[src/hdl/int_to_ascii_hex_dec_core_defines.svh]
// Assertion macros shared by the int_to_ascii_hex_dec_core RTL.
// Expects signals named clock and reset in the scope that uses them.
`ifndef INT_TO_ASCII_HEX_DEC_CORE_DEFINES_SVH
`define INT_TO_ASCII_HEX_DEC_CORE_DEFINES_SVH

// Same-cycle implication, disabled during reset.
`define ITHD_ASSERT_IMP(name, ante, cons) \
   name: assert property (@(posedge clock) disable iff (reset) (ante) |-> (cons)) \
      else $error("ithd: same-cycle check failed");

// Next-cycle implication, disabled during reset.
`define ITHD_ASSERT_NXT(name, ante, cons) \
   name: assert property (@(posedge clock) disable iff (reset) (ante) |=> (cons)) \
      else $error("ithd: next-cycle check failed");

`endif

[src/hdl/ithd_pkg.sv]
// Package for int_to_ascii_hex_dec_core: payload types, job type, FSM states,
// fixed sizes and the digit-to-character mapping. No dependencies.
`timescale 1ns / 1ps

package ithd_pkg;

   localparam int VALUE_W     = 64;
   localparam int CHAR_W      = 7;
   localparam int CNT_W       = 5;
   localparam int NIB_W       = 4;
   localparam int NUM_DIGITS  = 20;
   localparam int HEX_DIGITS  = VALUE_W / NIB_W;
   localparam int DIG_BITS    = NUM_DIGITS * NIB_W;
   localparam int DABBLE_BPC  = 4;
   localparam int DABBLE_CYC  = VALUE_W / DABBLE_BPC;
   localparam int STEP_W      = $clog2(DABBLE_CYC);

   localparam logic [CHAR_W-1:0] ASCII_MINUS = 7'h2D;
   localparam logic [CHAR_W-1:0] ASCII_ZERO  = 7'h30;
   localparam logic [CHAR_W-1:0] ASCII_LOW_A = 7'h61;
   localparam logic [CHAR_W-1:0] ASCII_UP_A  = 7'h41;

   typedef enum logic [1:0] {
      CMD_HEX_LOWER = 2'd0,
      CMD_HEX_UPPER = 2'd1,
      CMD_DEC       = 2'd2,
      CMD_NONE      = 2'd3
   } cmd_type;

   typedef struct packed {
      logic signed [VALUE_W-1:0] value;
      logic [1:0]                cmd;
   } req_type;

   typedef struct packed {
      logic [CHAR_W-1:0] char_code;
      logic [CNT_W-1:0]  chars_so_far;
      logic              is_last;
   } rsp_type;

   // Classified work handed from the front end to the converter.
   typedef struct packed {
      logic               neg;
      logic               upper;
      logic               dec;
      logic [VALUE_W-1:0] mag;
   } job_type;

   typedef enum logic [2:0] {
      ST_IDLE,
      ST_CONV,
      ST_SKIP,
      ST_SIGN,
      ST_EMIT
   } back_state_type;

   function automatic logic [CHAR_W-1:0] digit_char(input logic [NIB_W-1:0] nib,
                                                    input logic upper);
      logic [CHAR_W-1:0] nib_ext;
      nib_ext = {{(CHAR_W-NIB_W){1'b0}}, nib};
      if (nib < 4'd10) begin
         digit_char = ASCII_ZERO + nib_ext;
      end else if (upper) begin
         digit_char = ASCII_UP_A + nib_ext - 7'd10;
      end else begin
         digit_char = ASCII_LOW_A + nib_ext - 7'd10;
      end
   endfunction

endpackage

[src/hdl/ithd_front.sv]
// Front end: takes request transfers, forms sign and magnitude, decodes the mode.
// Depends on ithd_pkg.
`timescale 1ns / 1ps

module ithd_front (
   input  logic             req_valid,
   output logic             req_ready,
   input  ithd_pkg::req_type req_data,
   output logic             push_valid,
   input  logic             push_ready,
   output ithd_pkg::job_type push_job
);
   import ithd_pkg::*;

   logic neg;
   logic keep;

   // Drop unknown modes: accept the transfer but queue nothing.
   always_comb begin
      neg               = req_data.value[VALUE_W-1];
      push_job.neg      = neg;
      push_job.mag      = neg ? (VALUE_W'(0) - VALUE_W'(req_data.value))
                              : VALUE_W'(req_data.value);
      push_job.upper    = 1'b0;
      push_job.dec      = 1'b0;
      keep              = 1'b1;
      case (cmd_type'(req_data.cmd))
         CMD_HEX_LOWER: begin
            push_job.upper = 1'b0;
         end
         CMD_HEX_UPPER: begin
            push_job.upper = 1'b1;
         end
         CMD_DEC: begin
            push_job.dec = 1'b1;
         end
         default: begin
            keep = 1'b0;
         end
      endcase
   end

   assign req_ready  = push_ready;
   assign push_valid = req_valid && keep;

endmodule

[src/hdl/ithd_queue.sv]
// Small job queue between front end and converter so each side stalls alone.
// Depends on ithd_pkg.
`timescale 1ns / 1ps

module ithd_queue #(
   parameter int DEPTH = 2
) (
   input  logic              clock,
   input  logic              reset,
   input  logic              push_valid,
   output logic              push_ready,
   input  ithd_pkg::job_type push_job,
   output logic              pop_valid,
   input  logic              pop_ready,
   output ithd_pkg::job_type pop_job
);
   import ithd_pkg::*;

   localparam int PTR_W = (DEPTH > 1) ? $clog2(DEPTH) : 1;
   localparam int QCNT_W = $clog2(DEPTH + 1);

   job_type           entries_ff [DEPTH];
   logic [PTR_W-1:0]  wr_ptr_ff, wr_ptr_in;
   logic [PTR_W-1:0]  rd_ptr_ff, rd_ptr_in;
   logic [QCNT_W-1:0] count_ff, count_in;
   logic              do_push, do_pop;

   assign push_ready = (count_ff != QCNT_W'(DEPTH));
   assign pop_valid  = (count_ff != '0);
   assign pop_job    = entries_ff[rd_ptr_ff];
   assign do_push    = push_valid && push_ready;
   assign do_pop     = pop_valid && pop_ready;

   always_comb begin
      wr_ptr_in = wr_ptr_ff;
      rd_ptr_in = rd_ptr_ff;
      count_in  = count_ff;
      if (do_push) begin
         wr_ptr_in = (wr_ptr_ff == PTR_W'(DEPTH - 1)) ? '0 : wr_ptr_ff + 1'b1;
      end
      if (do_pop) begin
         rd_ptr_in = (rd_ptr_ff == PTR_W'(DEPTH - 1)) ? '0 : rd_ptr_ff + 1'b1;
      end
      if (do_push && !do_pop) begin
         count_in = count_ff + 1'b1;
      end else if (do_pop && !do_push) begin
         count_in = count_ff - 1'b1;
      end
   end

   always_ff @(posedge clock) begin
      if (reset) begin
         wr_ptr_ff <= '0;
         rd_ptr_ff <= '0;
         count_ff  <= '0;
      end else begin
         wr_ptr_ff <= wr_ptr_in;
         rd_ptr_ff <= rd_ptr_in;
         count_ff  <= count_in;
      end
   end

   always_ff @(posedge clock) begin
      if (do_push) begin
         entries_ff[wr_ptr_ff] <= push_job;
      end
   end

endmodule

[src/hdl/ithd_back.sv]
// Converter: turns a queued job into digits (shift-add-3 for decimal) and
// emits one character per response transfer. Depends on ithd_pkg and the defines.
`timescale 1ns / 1ps
`include "int_to_ascii_hex_dec_core_defines.svh"

module ithd_back (
   input  logic              clock,
   input  logic              reset,
   input  logic              job_valid,
   output logic              job_pop,
   input  ithd_pkg::job_type job,
   output logic              rsp_valid,
   input  logic              rsp_ready,
   output ithd_pkg::rsp_type rsp_data
);
   import ithd_pkg::*;

   back_state_type        state_ff, state_in;
   logic [DIG_BITS-1:0]   dig_ff;
   logic [VALUE_W-1:0]    bin_ff;
   logic [STEP_W-1:0]     step_ff;
   logic [CNT_W-1:0]      left_ff;
   logic [CNT_W-1:0]      cnt_ff;
   logic                  neg_ff;
   logic                  upper_ff;
   logic                  rsp_valid_ff, rsp_valid_in;
   rsp_type               rsp_data_ff, rsp_data_in;

   logic [DIG_BITS-1:0]   conv_bcd;
   logic [VALUE_W-1:0]    conv_bin;
   logic [NIB_W-1:0]      top_nib;
   logic                  out_load;
   logic                  step_last;
   logic                  skip_more;
   logic                  skip_shift;
   logic                  emit_char;
   logic                  emit_shift;

   assign top_nib   = dig_ff[DIG_BITS-1 -: NIB_W];
   assign out_load  = !rsp_valid_ff || rsp_ready;
   assign step_last = (step_ff == STEP_W'(DABBLE_CYC - 1));
   assign skip_more = (top_nib == '0) && (left_ff > CNT_W'(1));

   // Several shift-add-3 steps per cycle; each digit adjusts independently.
   always_comb begin
      conv_bcd = dig_ff;
      conv_bin = bin_ff;
      for (int s = 0; s < DABBLE_BPC; s++) begin
         for (int d = 0; d < NUM_DIGITS; d++) begin
            if (conv_bcd[d*NIB_W +: NIB_W] >= 4'd5) begin
               conv_bcd[d*NIB_W +: NIB_W] = conv_bcd[d*NIB_W +: NIB_W] + 4'd3;
            end
         end
         {conv_bcd, conv_bin} = {conv_bcd[DIG_BITS-2:0], conv_bin, 1'b0};
      end
   end

   // Next state
   always_comb begin
      state_in = state_ff;
      case (state_ff)
         ST_IDLE: begin
            if (job_valid) begin
               state_in = job.dec ? ST_CONV : ST_SKIP;
            end
         end
         ST_CONV: begin
            if (step_last) begin
               state_in = ST_SKIP;
            end
         end
         ST_SKIP: begin
            if (!skip_more) begin
               state_in = neg_ff ? ST_SIGN : ST_EMIT;
            end
         end
         ST_SIGN: begin
            if (out_load) begin
               state_in = ST_EMIT;
            end
         end
         ST_EMIT: begin
            if (out_load && (left_ff == CNT_W'(1))) begin
               state_in = ST_IDLE;
            end
         end
         default: begin
            state_in = ST_IDLE;
         end
      endcase
   end

   // Outputs of the state machine
   always_comb begin
      job_pop    = 1'b0;
      skip_shift = 1'b0;
      emit_char  = 1'b0;
      emit_shift = 1'b0;
      case (state_ff)
         ST_IDLE: begin
            job_pop = job_valid;
         end
         ST_SKIP: begin
            skip_shift = skip_more;
         end
         ST_SIGN: begin
            emit_char = out_load;
         end
         ST_EMIT: begin
            emit_char  = out_load;
            emit_shift = out_load;
         end
         default: begin
            job_pop = 1'b0;
         end
      endcase
   end

   always_comb begin
      rsp_data_in.char_code    = (state_ff == ST_SIGN) ? ASCII_MINUS
                                                      : digit_char(top_nib, upper_ff);
      rsp_data_in.chars_so_far = cnt_ff + 1'b1;
      rsp_data_in.is_last      = (state_ff == ST_EMIT) && (left_ff == CNT_W'(1));
      if (emit_char) begin
         rsp_valid_in = 1'b1;
      end else if (rsp_ready) begin
         rsp_valid_in = 1'b0;
      end else begin
         rsp_valid_in = rsp_valid_ff;
      end
   end

   always_ff @(posedge clock) begin
      if (reset) begin
         state_ff     <= ST_IDLE;
         rsp_valid_ff <= 1'b0;
         cnt_ff       <= '0;
         left_ff      <= '0;
      end else begin
         state_ff     <= state_in;
         rsp_valid_ff <= rsp_valid_in;
         if (job_pop) begin
            cnt_ff  <= '0;
            left_ff <= job.dec ? CNT_W'(NUM_DIGITS) : CNT_W'(HEX_DIGITS);
         end else begin
            if (emit_char) begin
               cnt_ff <= cnt_ff + 1'b1;
            end
            if (skip_shift || emit_shift) begin
               left_ff <= left_ff - 1'b1;
            end
         end
      end
   end

   always_ff @(posedge clock) begin
      if (job_pop) begin
         neg_ff   <= job.neg;
         upper_ff <= job.upper;
         step_ff  <= '0;
         bin_ff   <= job.mag;
         if (job.dec) begin
            dig_ff <= '0;
         end else begin
            dig_ff <= {job.mag, {(DIG_BITS-VALUE_W){1'b0}}};
         end
      end else if (state_ff == ST_CONV) begin
         dig_ff  <= conv_bcd;
         bin_ff  <= conv_bin;
         step_ff <= step_ff + 1'b1;
      end else if (skip_shift || emit_shift) begin
         dig_ff <= {dig_ff[DIG_BITS-NIB_W-1:0], {NIB_W{1'b0}}};
      end
      if (emit_char) begin
         rsp_data_ff <= rsp_data_in;
      end
   end

   assign rsp_valid = rsp_valid_ff;
   assign rsp_data  = rsp_data_ff;

   `ITHD_ASSERT_IMP(a_emit_has_digit, state_ff == ST_EMIT, left_ff != '0)
   `ITHD_ASSERT_IMP(a_sign_only_neg, state_ff == ST_SIGN, neg_ff)
   `ITHD_ASSERT_NXT(a_conv_ends, (state_ff == ST_CONV) && step_last, state_ff == ST_SKIP)
   `ITHD_ASSERT_NXT(a_last_to_idle, emit_char && rsp_data_in.is_last,
                    (state_ff == ST_IDLE) && rsp_valid_ff && rsp_data_ff.is_last)

endmodule

[src/hdl/int_to_ascii_hex_dec_core.sv]
// Top level of the integer to ASCII converter: front end, job queue, converter.
// Depends on ithd_pkg, ithd_front, ithd_queue and ithd_back.
`timescale 1ns / 1ps
//
// Usage
//   Request channel (req_valid/req_ready/req_data): one transfer carries a signed
//   64-bit value and a mode (lower-case hex, upper-case hex, decimal). A transfer
//   with the unknown mode is taken and dropped; it yields no characters.
//   Response channel (rsp_valid/rsp_ready/rsp_data): one transfer per character,
//   most significant first, with a leading '-' for negative values. Each carries
//   the running character count and a last flag on the final character.
//   After the request transfer the job passes through the queue; the converter pops
//   it, runs a decimal job through the shift-add-3 unit (four bits per cycle), skips
//   leading zero digits, then emits the sign if negative and the digits. Characters
//   leave at one per cycle while the receiver is ready. The single converter works
//   on one number at a time and pops the next job only after the last character of
//   the previous one has been emitted.
//   The job queue (QUEUE_DEPTH entries) lets requests be taken while the
//   converter is busy. When the receiver stalls, the output register holds the
//   character and the converter waits; the queue fills and req_ready then drops.
//   Reset (synchronous, active high) empties the queue and the output register.
//
module int_to_ascii_hex_dec_core #(
   parameter int QUEUE_DEPTH = 2
) (
   input  logic              clock,
   input  logic              reset,
   input  logic              req_valid,
   output logic              req_ready,
   input  ithd_pkg::req_type req_data,
   output logic              rsp_valid,
   input  logic              rsp_ready,
   output ithd_pkg::rsp_type rsp_data
);
   import ithd_pkg::*;

   // Front end to queue
   logic    push_valid;
   logic    push_ready;
   job_type push_job;

   // Queue to converter
   logic    pop_valid;
   logic    pop_ready;
   job_type pop_job;

   // Classify each request transfer; drop unknown modes here.
   ithd_front u_front (
      .req_valid  (req_valid),
      .req_ready  (req_ready),
      .req_data   (req_data),
      .push_valid (push_valid),
      .push_ready (push_ready),
      .push_job   (push_job)
   );

   // Hold classified jobs while the converter works through earlier ones.
   ithd_queue #(
      .DEPTH (QUEUE_DEPTH)
   ) u_queue (
      .clock      (clock),
      .reset      (reset),
      .push_valid (push_valid),
      .push_ready (push_ready),
      .push_job   (push_job),
      .pop_valid  (pop_valid),
      .pop_ready  (pop_ready),
      .pop_job    (pop_job)
   );

   // Convert and emit characters through the output register.
   ithd_back u_back (
      .clock     (clock),
      .reset     (reset),
      .job_valid (pop_valid),
      .job_pop   (pop_ready),
      .job       (pop_job),
      .rsp_valid (rsp_valid),
      .rsp_ready (rsp_ready),
      .rsp_data  (rsp_data)
   );

endmodule

[config.mk]
export PLATFORM = sky130hd
export DESIGN_NAME = int_to_ascii_hex_dec_core
export DESIGN_NICKNAME = d
export VERILOG_FILES = /design/src/hdl/ithd_pkg.sv /design/src/hdl/ithd_front.sv /design/src/hdl/ithd_queue.sv /design/src/hdl/ithd_back.sv /design/src/hdl/int_to_ascii_hex_dec_core.sv
export VERILOG_INCLUDE_DIRS = /design/src /design/src/hdl
export SDC_FILE = /design/constraint.sdc
export NUM_CORES = 1
export LEC_CHECK = 0
export ABC_AREA = 1
export BUFFER_PORTS_ARGS = -buffer_cell sky130_fd_sc_hd__clkbuf_2
export CORE_UTILIZATION = 64
export CTS_BUF_LIST = sky130_fd_sc_hd__clkbuf_16
export DETAILED_ROUTE_END_ITERATION = 10
export PLACE_DENSITY_LB_ADDON = 0.05
export REMOVE_ABC_BUFFERS = 1
export SYNTH_ARGS = -nofsm -noshare
export SYNTH_HDL_FRONTEND = slang
export SYNTH_SLANG_ARGS = --single-unit
[constraint.sdc]
create_clock -name clock -period 5.7 [get_ports clock]
set_input_delay 1.14 -clock clock [delete_from_list [all_inputs] [get_ports clock]]
set_output_delay 1.14 -clock clock [all_outputs]
set_load 0.05 [all_outputs]
# Yosys cells after proc, flatten, opt, wreduce, memory -nomap -nowiden
# Memory sizes are Yosys's and may differ from the RTL's. A register that Yosys moved wholly into a read port is not among the register bits.
# Cells that the tools add are included.
[totals]
reg_bits = 181
ram_bits = 134
out_inout_bits = 15
elab_cells = 348
memories = 1
[classes]
addsub = 93
magnitude_cmp = 82
n_eq_ne = 14
muxes = 117
n_reduce_logical = 26
[memory_table]
columns = ["name", "depth", "word_bits", "read_ports", "rd_clocked_by_memory_dff", "wr", "line", "source"]
rows = [
  ["u_queue.entries_ff", 2, 67, 1, 1, 1, "ithd_queue.sv:22", "job_type entries_ff [DEPTH];"],
]
[ops]
columns = ["cell", "n"]
rows = [
  [">= comparator 4 x 3 -> 1 bit, second input constant", 80],
  ["two-way mux 80 bit", 4],
  ["adder 4 x 2 -> 4 bit, second input constant", 76],
  ["two-way mux 4 bit", 76],
  ["two-way mux 64 bit", 3],
  ["subtractor 1 x 64 -> 64 bit, first input constant", 1],
  ["two-way mux 3 bit", 11],
  ["two-way mux 1 bit", 15],
  ["case mux 3 bit (5 select lines)", 1],
  ["two-way mux 7 bit", 2],
  ["subtractor 7 x 4 -> 7 bit, second input constant", 2],
  ["adder 3 x 2 -> 3 bit, second input constant", 4],
  ["two-way mux 5 bit", 2],
  ["nonzero test 2 bit", 5],
  ["logical AND 1 bit", 8],
  ["!= test 2 x 1 -> 1 bit, second input constant", 4],
  ["adder 6 x 4 -> 7 bit, first input constant", 1],
  ["adder 6 x 5 -> 7 bit, first input constant", 1],
  ["adder 7 x 4 -> 7 bit, first input constant", 1],
  ["equality test 3 x 2 -> 1 bit, second input constant", 2],
  ["two-way mux 2 bit", 3],
  ["adder 5 x 1 -> 5 bit, second input constant", 1],
  ["equality test 5 x 1 -> 1 bit, second input constant", 1],
  ["> comparator 5 x 1 -> 1 bit, second input constant", 1],
  ["other kinds (21)", 27],
]

# Logic depth before layout (Yosys ltp)
[logic_depth]
depth_word = 10
mapped_depth = 29
ltp_nobuf = 29

# Cells and area by module
# Synthesis repeated with hierarchy kept, for this count alone.
[hier_totals]
hier_cells = 3036
area_unflattened_um2 = 23526.3
[by_module_without_submodules]
columns = ["mod", "instances", "cells_each", "area_each_um2"]
rows = [
  ["ithd_back", 1, 2301, 15861.5],
  ["ithd_queue", 1, 245, 5186.2],
  ["ithd_front", 1, 490, 2478.6],
]

# Worst setup path before layout
# No wires, ideal clock.
[synth_path]
kind = "reg-to-reg"
from = "reg u_back.state_ff[0]"
to = "reg u_back.dig_ff[0] (enable)"
setup_ns = 0.441
t_arrival_ns = 4.546
required_ns = 5.259
setup_slack_ns = 0.713
path_stages_with_launch = 11
n_path_buf = 1
synth_period_minus_slack_ns = 4.987
cell_sequence = "dfxtp_1 -> nor2_1 -> inv_1 -> nor2_1 -> inv_1 -> nor2_1 -> inv_1 -> nand2_1 -> inv_2 -> clkbuf_1 -> nand2_1"
[synth_via]
elab_chain_cells = 4
[synth_rtl]
columns = ["item", "line", "source"]
rows = [
  ["start, declared", "ithd_back.sv:18", "back_state_type state_ff, state_in;"],
  ["start signal, assigned", "ithd_back.sv:140", "state_ff <= state_in;"],
  ["equality test 3 x 2 -> 1 bit / equality test 3 bit (equally long branches)", "ithd_back.sv:99", "case (state_ff)"],
  ["two-way mux 1 bit", "ithd_back.sv:99", ""],
  ["logical OR 1 bit", "ithd_back.sv:171", "end else if (skip_shift || emit_shift) begin"],
  ["nonzero test 3 bit (no line) *", "n/a", ""],
  ["end signal, assigned", "ithd_back.sv:165", "dig_ff <= {job.mag, {(DIG_BITS-VALUE_W){1'b0}}};"],
  ["end signal, assigned", "ithd_back.sv:168", "dig_ff <= conv_bcd;"],
  ["end signal, assigned", "ithd_back.sv:172", "dig_ff <= {dig_ff[DIG_BITS-NIB_W-1:0], {NIB_W{1'b0}}};"],
  ["end, declared", "ithd_back.sv:19", "logic [DIG_BITS-1:0] dig_ff;"],
]
# Mark *: on every way between the ends. The rest lies on a longest branch, timed or not.
# A chain may end at the register's enable or synchronous reset.

# Final worst setup path
[layout_path]
from = "reg u_back.dig_ff[0]"
to = "reg u_back.dig_ff[2] (data pin)"
[layout_via]
elab_chain_cells = 10
[layout_rtl]
columns = ["item", "line", "source"]
rows = [
  ["adder 4 x 2 -> 4 bit / >= comparator 4 x 3 -> 1 bit (equally long branches)", "ithd_back.sv:51, ithd_back.sv:50", ""],
  ["two-way mux 4 bit *", "ithd_back.sv:50", "if (conv_bcd[d*NIB_W +: NIB_W] >= 4'd5) begin"],
  ["adder 4 x 2 -> 4 bit / >= comparator 4 x 3 -> 1 bit (equally long branches)", "ithd_back.sv:51, ithd_back.sv:50", ""],
  ["two-way mux 4 bit *", "ithd_back.sv:50", ""],
  [">= comparator 4 x 3 -> 1 bit / adder 4 x 2 -> 4 bit (equally long branches)", "ithd_back.sv:50, ithd_back.sv:51", ""],
  ["two-way mux 4 bit *", "ithd_back.sv:50", ""],
  ["adder 4 x 2 -> 4 bit / >= comparator 4 x 3 -> 1 bit (equally long branches)", "ithd_back.sv:51, ithd_back.sv:50", ""],
  ["two-way mux 4 bit *", "ithd_back.sv:50", ""],
  ["two-way mux 80 bit *", "ithd_back.sv:167", "end else if (state_ff == ST_CONV) begin"],
  ["two-way mux 80 bit *", "ithd_back.sv:157", "if (job_pop) begin"],
]
# Marks and branches as above.

==> impl_metrics.toml <==
[cts]
clockBufferDepth = 3
cts_max_level = 2
cts_resized = 0
cts_inserted_buffers = 34
cts.sinks = 316
clk-insertion-delay-late_ns = 0.51
path_clk_slew_ns = 0.06
hold_buffers = 0
cts-root-buf = "clkbuf_16"
tritoncts = "built"
cts_setup_buffers = 0

[synthesis]
synth-seq-cells = 316
seq_area_frac_synth_pct = 41.1
synth_flop_cell = "edfxtp_1"
syn_inst = 2964
yosys_warnings = 0
synth.cell_area_sq_um = 22500
postSynthAreaPerCell_sq_um = 7.60
synth_edf_count = 293
ys_types = 59
async_flop_share_pct = 0

[global_routing]
grt_pass1_wl_um = 86900
grt_use_total_pct = 29.6
grt_antenna_before_repair = 10
grt_max_degree = 81
overflow = 0
grt_pass1_vias = 18400

[routing]
viasPerCell = 5.55
dr.pass1.iters = 5
avgRoutedWirePerCell_um = 15.1
vias = 19600
ant_nets = 0
routed_wirelength_um = 53200
dr.first_iter.drc_count = 1490
drc_errors = 0

[place]
dp_hpwl_um = 39100
place_area_sq_um = 23500
gp_congestion = 0.886
port_buffers = 84

[floorplanning]
initial_utilization_pct = 65.2
die_w_um = 190
dieHeight_um = 190
row_count = 68
core-area_sq_um = 34500
die_area_sq_um = 35900
io_pins = 85

[critical_path]
crit_family = "simple AND/OR/NAND/NOR gates"
required_ns = 5.97
cp-start-kind = "register"
cp_num_buf_inv = 6
critPathKind = "reg2reg"
slowest_delay_ns = 0.42
crit_top_cell = "nand2_1"
cp_data_arrival_time_ns = 4.50
crit_path_end_kind = "register"
r2r_slack_ns = 1.47
crit_fanout = 4
cp_slowest_cell = "edfxtp_1"

[finish]
final_common_cell = "nand2_1"
drive_gt1_share_pct = 12.0
area_delta_synth_final_pct = 8.95
layout_common_cells = "nand2_1 (1035), inv_1 (363), edfxtp_1 (293)"
fin_area_sq_um = 24500
nets = 3207

[timing]
maxSlewHeadroom_pct = 25.0
fmax_mhz = 237
rsz0062_at_grt = "no"
tightestPinTransition_ns = 1.12
min_period_over_period_pct = 74.1
setup_viol = 0
period_minus_slack_ns = 4.23
hold_viol = 0
clock_skew_ns = 0.0176
drv_slew = 0

[run_status]
status = "finished, final reports clean"

[run]
maxCapViolations = 0

[worst_hold_path]
hold_class = "reg2reg"
==> layout make-up <==
type | instances | area [sq um]
Antenna cell | 5 | 12.5
Inverter | 370 | 1390
Clock inverter | 21 | 141
Sequential cell | 316 | 9260
Fill cell | 2757 | 10000
Timing Repair Buffer | 100 | 541
Clock buffer | 37 | 926
Multi-Input combinational cell | 2221 | 11700
Tap cell | 455 | 569
==> cells in the mapped netlist (5+ instances only) <==
master | count | area share (%)
xor2_2 | 6 | 0.43
xnor2_1 | 40 | 1.6
o21bai_1 | 16 | 0.53
clkbuf_1 | 50 | 0.83
nand3b_1 | 10 | 0.33
o21ai_1 | 52 | 1.2
or2_2 | 5 | 0.14
nand3_2 | 48 | 2.1
inv_2 | 11 | 0.18
nand2_1 | 1037 | 17
a21o_1 | 16 | 0.53
dfxtp_1 | 23 | 2.0
nor4_1 | 16 | 0.44
nor3_1 | 23 | 0.51
a21oi_1 | 102 | 2.3
nand2_2 | 82 | 2.3
o21ai_2 | 33 | 1.3
xor2_1 | 37 | 1.4
edfxtp_1 | 293 | 39
and2_1 | 19 | 0.53
nand4_1 | 64 | 1.8
o21ai_0 | 73 | 1.6
nor2_1 | 181 | 3.0
o211ai_1 | 16 | 0.53
inv_1 | 357 | 6.0
nand3_1 | 192 | 4.3
ha_1 | 94 | 5.2
a31oi_1 | 11 | 0.31
==> logic make-up (layout without fill, tap and decap cells) <==
logic type,count (synthesis),in the layout,share of synthesized area (%)
compound gates,340,340,9.02
xor+xnor,85,85,3.62
fa+ha+maj,94,94,5.22
buf+inv,427,528,7.14
flops,316,316,41.1
other cells,0,5,0
simple gates,1702,1702,33.9
==> stage by stage <==
stage	cells	setup TNS [ns]	hold WS (ns)	worst slack [ns]	util, %
after global placement	3462	0	0.433	1.84	67.9
after CTS	3520	0	0.450	1.49	71.0
after detailed placement	3462	0	0.443	1.53	67.9
final	3525	0	0.452	1.47	71.0
after floorplan	2907	-504.40	0.426	-3.79	-
after global routing	3523	0	0.481	1.07	71.0
==> worst paths after layout <==
kind / startpoint / to / cells past startpoint
min: u_queue.rd_ptr_ff$_SDFFE_PP0P_ / register / 1
max reg2reg: u_back.dig_ff[0]$_SDFFCE_PP0P_ / u_back.dig_ff[2]$_SDFFCE_PP0P_ / 25
min reg2reg: u_queue.rd_ptr_ff$_SDFFE_PP0P_ / register / 1
max: u_back.dig_ff[0]$_SDFFCE_PP0P_ / u_back.dig_ff[2]$_SDFFCE_PP0P_ / 25
==> layer usage <==
| metal | wire length (um) | share of wire [%] | GRT usage [%] | vias to the layer above |
|---|---|---|---|---|
| li1 | - | - | - | 9929 |
| met1 | 22700 | 43 | 38.4 | 9022 |
| met2 | 25900 | 49 | 52.0 | 540 |
| met3 | 3600 | 6.8 | 4.32 | 64 |
| met4 | 927 | 1.7 | 6.95 | 8 |
| met5 | 45 | 0.085 | 0 | - |
==> registers in the layout, indices dropped and copies added (netlist names), named ones only <==
register,cells
u_back.bin_ff,64
u_back.cnt_ff,5
u_back.dig_ff,80
u_back.left_ff,5
u_back.neg_ff,1
u_back.rsp_data,13
u_back.rsp_valid,1
u_back.state_ff,3
u_back.step_ff,4
u_back.upper_ff,1
u_queue.count_ff,2
u_queue.entries_ff,134
u_queue.rd_ptr_ff,1
u_queue.wr_ptr_ff,1
Power is not shown: default switching activity piles up to over one toggle a cycle in this logic, so the estimate is an artifact.
